--- src/sv/spi_tsr_pkg.sv ---
package spi_tsr_pkg;

    localparam int SENSOR_COUNT_DEF = 4;
    localparam int FRAME_BITS_DEF   = 16;

    localparam int ID_W     = 8;
    localparam int SEL_W    = 4;
    localparam int TEMP_W   = 10;
    localparam int STATUS_W = 2;

    // input tdata: sensor_id, miso_bit, padded to whole bytes
    localparam int S_DATA_W = 16;
    // output tdata: sclk_level, select_n, temperature, status, busy_res
    localparam int M_DATA_W = 24;

    typedef enum logic {
        REQ_START = 1'b0,
        REQ_TICK  = 1'b1
    } req_t;

    typedef enum logic [STATUS_W-1:0] {
        ST_OK      = 2'd0,
        ST_INVALID = 2'd1,
        ST_BUSY    = 2'd2
    } status_t;

endpackage

--- src/sv/spi_temp_sensor_reader_unit.sv ---
// serial read master for up to SENSOR_COUNT temperature sensors
//
// input channel (s_axis): one item per transfer. tuser carries the request
// kind, start or tick; tdata carries the sensor number and the sampled data
// line level. a start selects a sensor, each tick advances one half bit of
// the frame (falling edge samples, rising edge completes the bit).
// result channel (m_axis): exactly one result per input item, giving the
// pin levels after that item, the status code and, on the tick that ends a
// frame, the temperature in quarter degrees with tuser high.
//
// the result is valid in the cycle after its input transfer; the state
// update and result formatting sit between the input handshake and the
// result register, so one item is accepted every cycle without a stall.
// when the receiver stalls, the held result blocks s_axis_tready until it
// is taken; no item is dropped.
// reset (aresetn low, synchronous) returns to idle: clock high, all selects
// released, no result pending.
module spi_temp_sensor_reader_unit #(
    parameter int SENSOR_COUNT = spi_tsr_pkg::SENSOR_COUNT_DEF,
    parameter int FRAME_BITS   = spi_tsr_pkg::FRAME_BITS_DEF
) (
    input  logic                              aclk,
    input  logic                              aresetn,

    input  logic                              s_axis_tvalid,
    output logic                              s_axis_tready,
    // [7:0] sensor_id, [8] miso_bit, rest zero
    input  logic [spi_tsr_pkg::S_DATA_W-1:0]  s_axis_tdata,
    // [0] req_type
    input  logic                              s_axis_tuser,

    output logic                              m_axis_tvalid,
    input  logic                              m_axis_tready,
    // [0] sclk_level, [4:1] select_n, [14:5] temperature, [16:15] status,
    // [17] busy_res, rest zero
    output logic [spi_tsr_pkg::M_DATA_W-1:0]  m_axis_tdata,
    // [0] done_res
    output logic                              m_axis_tuser
);
    import spi_tsr_pkg::*;

    localparam int SENS_W = (SENSOR_COUNT > 1) ? $clog2(SENSOR_COUNT) : 1;
    localparam int BC_W   = $clog2(FRAME_BITS + 1);
    localparam int OUT_W  = 1 + SEL_W + TEMP_W + STATUS_W + 1;

    logic              active_reg, active_next;
    logic              phase_reg, phase_next;
    logic [BC_W-1:0]   bit_count_reg, bit_count_next;
    logic [FRAME_BITS-1:0] shift_reg, shift_next;
    logic [SENS_W-1:0] sensor_reg, sensor_next;

    logic              m_valid_reg;
    logic [OUT_W-1:0]  m_data_reg, m_data_next;
    logic              m_done_reg, m_done_next;

    logic              in_xfer;
    req_t              req;
    logic [ID_W-1:0]   sensor_id;
    logic              miso;
    logic              done;
    logic [TEMP_W-1:0] temp;
    status_t           status;
    logic [SEL_W-1:0]  select_n;

    assign s_axis_tready = !m_valid_reg || m_axis_tready;
    assign in_xfer       = s_axis_tvalid && s_axis_tready;

    assign req       = req_t'(s_axis_tuser);
    assign sensor_id = s_axis_tdata[ID_W-1:0];
    assign miso      = s_axis_tdata[ID_W];

    always_comb begin
        active_next    = active_reg;
        phase_next     = phase_reg;
        bit_count_next = bit_count_reg;
        shift_next     = shift_reg;
        sensor_next    = sensor_reg;
        done           = 1'b0;
        temp           = '0;
        status         = ST_OK;

        case (req)
            REQ_START: begin
                if (active_reg) begin
                    status = ST_BUSY;
                end else if (sensor_id == '0 || sensor_id > ID_W'(SENSOR_COUNT)) begin
                    status = ST_INVALID;
                end else begin
                    active_next    = 1'b1;
                    sensor_next    = SENS_W'(sensor_id - ID_W'(1));
                    phase_next     = 1'b1;
                    bit_count_next = '0;
                    shift_next     = '0;
                end
            end
            REQ_TICK: begin
                if (active_reg) begin
                    if (phase_reg) begin
                        // falling edge: sample msb first
                        phase_next     = 1'b0;
                        shift_next     = {shift_reg[FRAME_BITS-2:0], miso};
                        bit_count_next = bit_count_reg + BC_W'(1);
                    end else begin
                        phase_next = 1'b1;
                        if (bit_count_reg >= BC_W'(FRAME_BITS)) begin
                            temp           = shift_reg[FRAME_BITS-1 -: TEMP_W];
                            done           = 1'b1;
                            active_next    = 1'b0;
                            bit_count_next = '0;
                        end
                    end
                end
            end
            default: ;
        endcase

        // selects beyond the pin field stay released
        select_n = ~(SEL_W'(active_next) << sensor_next);

        m_data_next = {active_next, status, temp, select_n, phase_next};
        m_done_next = done;
    end

    always_ff @(posedge aclk) begin
        if (!aresetn) begin
            active_reg    <= 1'b0;
            phase_reg     <= 1'b1;
            bit_count_reg <= '0;
            shift_reg     <= '0;
            sensor_reg    <= '0;
            m_valid_reg   <= 1'b0;
        end else begin
            if (in_xfer) begin
                active_reg    <= active_next;
                phase_reg     <= phase_next;
                bit_count_reg <= bit_count_next;
                shift_reg     <= shift_next;
                sensor_reg    <= sensor_next;
                m_valid_reg   <= 1'b1;
            end else if (m_axis_tready) begin
                m_valid_reg   <= 1'b0;
            end
        end
    end

    always_ff @(posedge aclk) begin
        if (in_xfer) begin
            m_data_reg <= m_data_next;
            m_done_reg <= m_done_next;
        end
    end

    assign m_axis_tvalid = m_valid_reg;
    assign m_axis_tdata  = {(M_DATA_W - OUT_W)'(0), m_data_reg};
    assign m_axis_tuser  = m_done_reg;

`ifndef SYNTHESIS
    // idle engine parks the serial clock high
    assert property (@(posedge aclk) disable iff (!aresetn)
        !active_reg |-> phase_reg)
        else $error("serial clock not high while idle");

    assert property (@(posedge aclk) disable iff (!aresetn)
        bit_count_reg <= BC_W'(FRAME_BITS))
        else $error("bit counter past frame length");

    // a completed frame leaves the engine idle with the clock high
    assert property (@(posedge aclk) disable iff (!aresetn)
        m_valid_reg && m_done_reg |-> !m_data_reg[OUT_W-1] && m_data_reg[0]
            && !active_reg)
        else $error("frame done but engine still busy");

    assert property (@(posedge aclk) disable iff (!aresetn)
        m_valid_reg && !m_done_reg |-> m_data_reg[SEL_W+TEMP_W:SEL_W+1] == '0)
        else $error("temperature nonzero without done");

    // a stalled result holds while new input is refused
    assert property (@(posedge aclk) disable iff (!aresetn)
        m_valid_reg && !m_axis_tready |=> m_valid_reg && $stable(m_data_reg)
            && $stable(active_reg))
        else $error("result or state changed during stall");
`endif

endmodule
--- config.mk ---
export PLATFORM = sky130hd
export DESIGN_NAME = spi_temp_sensor_reader_unit
export DESIGN_NICKNAME = d
export VERILOG_FILES = /design/src/sv/spi_tsr_pkg.sv /design/src/sv/spi_temp_sensor_reader_unit.sv
export SDC_FILE = /design/constraint.sdc
export NUM_CORES = 1
export LEC_CHECK = 0
export BUFFER_PORTS_ARGS = -buffer_cell sky130_fd_sc_hd__buf_2
export CAP_MARGIN = 20
export CELL_PAD_IN_SITES_DETAIL_PLACEMENT = 0
export CELL_PAD_IN_SITES_GLOBAL_PLACEMENT = 1
export CORE_ASPECT_RATIO = 1.1
export CORE_MARGIN = 3
export CORE_UTILIZATION = 41
export CTS_CLUSTER_DIAMETER = 100
export DETAILED_ROUTE_END_ITERATION = 12
export PLACE_DENSITY = 0.79
export SLEW_MARGIN = 20
export SYNTH_ARGS = -nofsm -noshare
export SYNTH_HDL_FRONTEND = slang
export SYNTH_SLANG_ARGS = --single-unit
--- constraint.sdc ---
create_clock -name aclk -period 2.65 [get_ports aclk]
set_input_delay 0.1325 -clock aclk [delete_from_list [all_inputs] [get_ports aclk]]
set_output_delay 0.1325 -clock aclk [all_outputs]
set_load 0.01 [all_outputs]
==> impl_results.md <==
* Status: finished, final reports clean
* Flip-flop count of the largest register after layout at 18
* Post-Route WL at 3980 um
* H-tree Lvls at 2
* DRT iter0 DRCs at 82
* CP required at 2.88 ns
* Largest net degree at the start of global routing at 33
* DR vias at 1549
* Switch Pwr at 0.310 mW
* Clock share of power at 33.1%
* Yosys warns at 0
* Hold slack at 0.176 ns
* Syn_area_per_cell at 10.5 um^2
* Clock-pin slew on the worst setup and hold paths at 0.08 ns
* Worst relative slew slack at 61.5%
* Gr usage total at 13.1%
* Crit-path cells: inv_1, ha_1, nor2_1, nand4_1, or3b_2, a21boi_0
* Crit path max fanout at 12
* Nets at 270
* Seq pwr share at 58.2%
* IO Pins at 48
* Clock skew at 0.00602 ns
* Async SR Flop Fraction at 0%
* Leak pwr at 1.06 nW
* Max VDD drop at 0.213 mV
* DRC viols at 0
* Share of post-route cells with drive strength above 1 at 21.8%
* Initial Util at 43.4%
* Fin crit period at 2.06 ns
* FMAX at 0.486 GHz
* Slew Viols, Final at 0
* Core ar. at 0.00513 mm^2
* Critical path capture point type: flop
* Max Cap Viol at 0
* Vias in the first global route at 1469
* Final period util at 77.6%
* Number of routed nets with antenna violations at 0
* Post-synthesis sequential area ratio at 49.0%
* Top delay family on crit path: simple AND/OR/NAND/NOR gates
* Pwr dens at 505 mW/mm^2
* Synthesized instance count at 212
* TritonRoute pass-1 iters at 4
* Post-synth EDFFs at 19
* Antenna fix cells at 0
* Initial antenna violation count at 0
* Global-route wire length before repair at 6900 um
* Vias/cell at 4.92
* Site Rows at 27
* Crit path launch type: flop
* Switch share at 24.5%
* Hold-fix buffers at CTS at 0
* Die area at 0.00636 mm^2
* Crit path DAT at 2.28 ns
* Yosys reg bits at 45
* Worst skew pair latency at 0.29 ns
* Slew @ Worst Pin at 0.578 ns
* Total negative slack at 0 ns
* Unrepaired setup endpoints after global routing: no
* Die Y-Extent at 83.3 um
* Cts repair resizes at 0
* Port Buffer Count at 34
* Wire per inst at 12.6 um
* Syn-to-layout area delta at 12.5%
* Maximum buffer depth of the clock tree at 2
* HP Class: input port to flop
* CTS sink count at 45
* Combinational power share at 8.7%
* Gr ovfl total at 0
* Routability cong. at 0.803
* Fill count at 523
* Crit path kind: flop to flop
* # setup viols final at 0
* TritonCTS buffer count at 5
* Root buf cell: clkbuf_8
* Final hold vios at 0
* WP buf/inv at 1
* Mapped Area at 0.00223 mm^2
* Top FF cell, synth: dfxtp_1
* Die W at 76.3 um
* Crit path largest cell delay at 0.57 ns
* Int Power at 0.956 mW
* Library cells used by synthesis at 42
* Detailed placement HPWL at 2670 um
* CTS tree: done
* Post CTS Setup Buffer Count at 0
* Critical-path top delay cell: dfxtp_1
==> placed cells by master (no fill, tap or decap), types with 3 or more instances in the layout <==
cell	Yosys	layout
buf_4	6	3
nand4_1	5	5
and3_1	18	18
nand3_1	4	4
o21ai_0	7	7
inv_1	8	8
a21boi_1	9	9
o21a_1	18	18
dfxtp_1	26	26
ha_1	7	7
and2_1	13	13
clkbuf_8	0	5
nor3_1	5	5
edfxtp_1	19	19
a21boi_0	10	10
conb_1	1	6
buf_2	2	34
nor2_1	6	6
nand2_1	6	6
==> through the flow <==
stage | worst slack, ns | utilization, % | instance area, um^2 | total power [mW] | std cells
after global placement | 0.664 | 47.1 | 2420 | 0.864 | 307
after CTS | 0.621 | 48.8 | 2510 | 1.29 | 315
after detailed placement | 0.628 | 47.1 | 2420 | 0.864 | 307
after floorplan | 0.687 | - | 2250 | 0.834 | 217
after global routing | 0.431 | 48.8 | 2510 | 1.34 | 315
final | 0.594 | 48.8 | 2510 | 1.27 | 315
==> tightest hold or removal path: cells and delay by family <==
kind                   cells  cell delay [ns]
AO/OA/AOI/OAI              1             0.11
AND/OR/NAND/NOR            1             0.13
buffers and inverters      1             0.07
==> Yosys cell counts (all sizes together), types with 2 or more instances <==
cell type,n,area (um^2)
a21boi,20,154
a21oi,2,10.0
and2,13,81.3
and3,18,113
buf,9,66.3
clkbuf,9,33.8
dfxtp,26,521
edfxtp,19,571
ha,7,87.6
inv,8,30.0
nand2,6,22.5
nand2b,2,12.5
nand3,4,20.0
nand4,5,31.3
nor2,6,22.5
nor3,5,25.0
nor3b,3,22.5
nor4,2,12.5
o211a,2,20.0
o21a,18,135
o21ai,7,35.0
o31a,3,27.5
o31ai,2,15.0
or3b,2,17.5
xor2,2,17.5
==> cell type report <==
class	count	area (um^2)	share of cell area, %
timing repair buffer	37	193	7.69
sequential	45	1090	43.5
tap	72	90.1	3.59
clock inverter	3	21.3	0.849
multi-input combinational	145	1010	40.4
inverter	8	30.0	1.20
clock buffer	5	68.8	2.75
==> power by group through the flow <==
stage | registers [mW] | clock network, mW | logic, mW
after global routing | 0.740 | 0.474 | 0.123
after detailed placement | 0.754 | 0 | 0.111
after CTS | 0.738 | 0.441 | 0.111
after global placement | 0.754 | 0 | 0.110
after floorplan | 0.761 | 0 | 0.0727
final | 0.738 | 0.419 | 0.110
==> logic make-up (layout without fill, tap and decap cells) <==
kind of cell | count (synthesis) | in the layout | share of synthesized area, %
adders and majority gates | 7 | 7 | 3.93
other | 1 | 6 | 0.168
buffers and inverters | 27 | 53 | 6.68
xor gates and xnor gates | 3 | 3 | 1.18
DFF | 45 | 45 | 49.0
AOI/OAI and AO/OA | 58 | 58 | 20.1
and+or+nand+nor | 71 | 71 | 19.0
==> layer usage <==
| metal | global-route usage, % | up-vias | share of wire (%) |
|---|---|---|---|
| met2 | 20.4 | 26 | 45 |
| met4 | 4.45 | 0 | 1.4 |
| li1 | - | 812 | - |
| met5 | 0 | - | 0 |
| met3 | 3.69 | 5 | 2.9 |
| met1 | 17.5 | 706 | 51 |
==> path summary, 6_finish.rpt <==
check	startpoint	slack [ns]	endpoint	cells after the start
max	active_reg	0.59	bit_count_reg[2]	6
min	s_axis_tdata[8]	0.18	shift_reg[0]	3
max reg2reg	active_reg	0.59	bit_count_reg[2]	6
min reg2reg	bit_count_reg[2]	0.51	bit_count_reg[2]	2
Note: power is estimated with default switching activity, not from simulation.
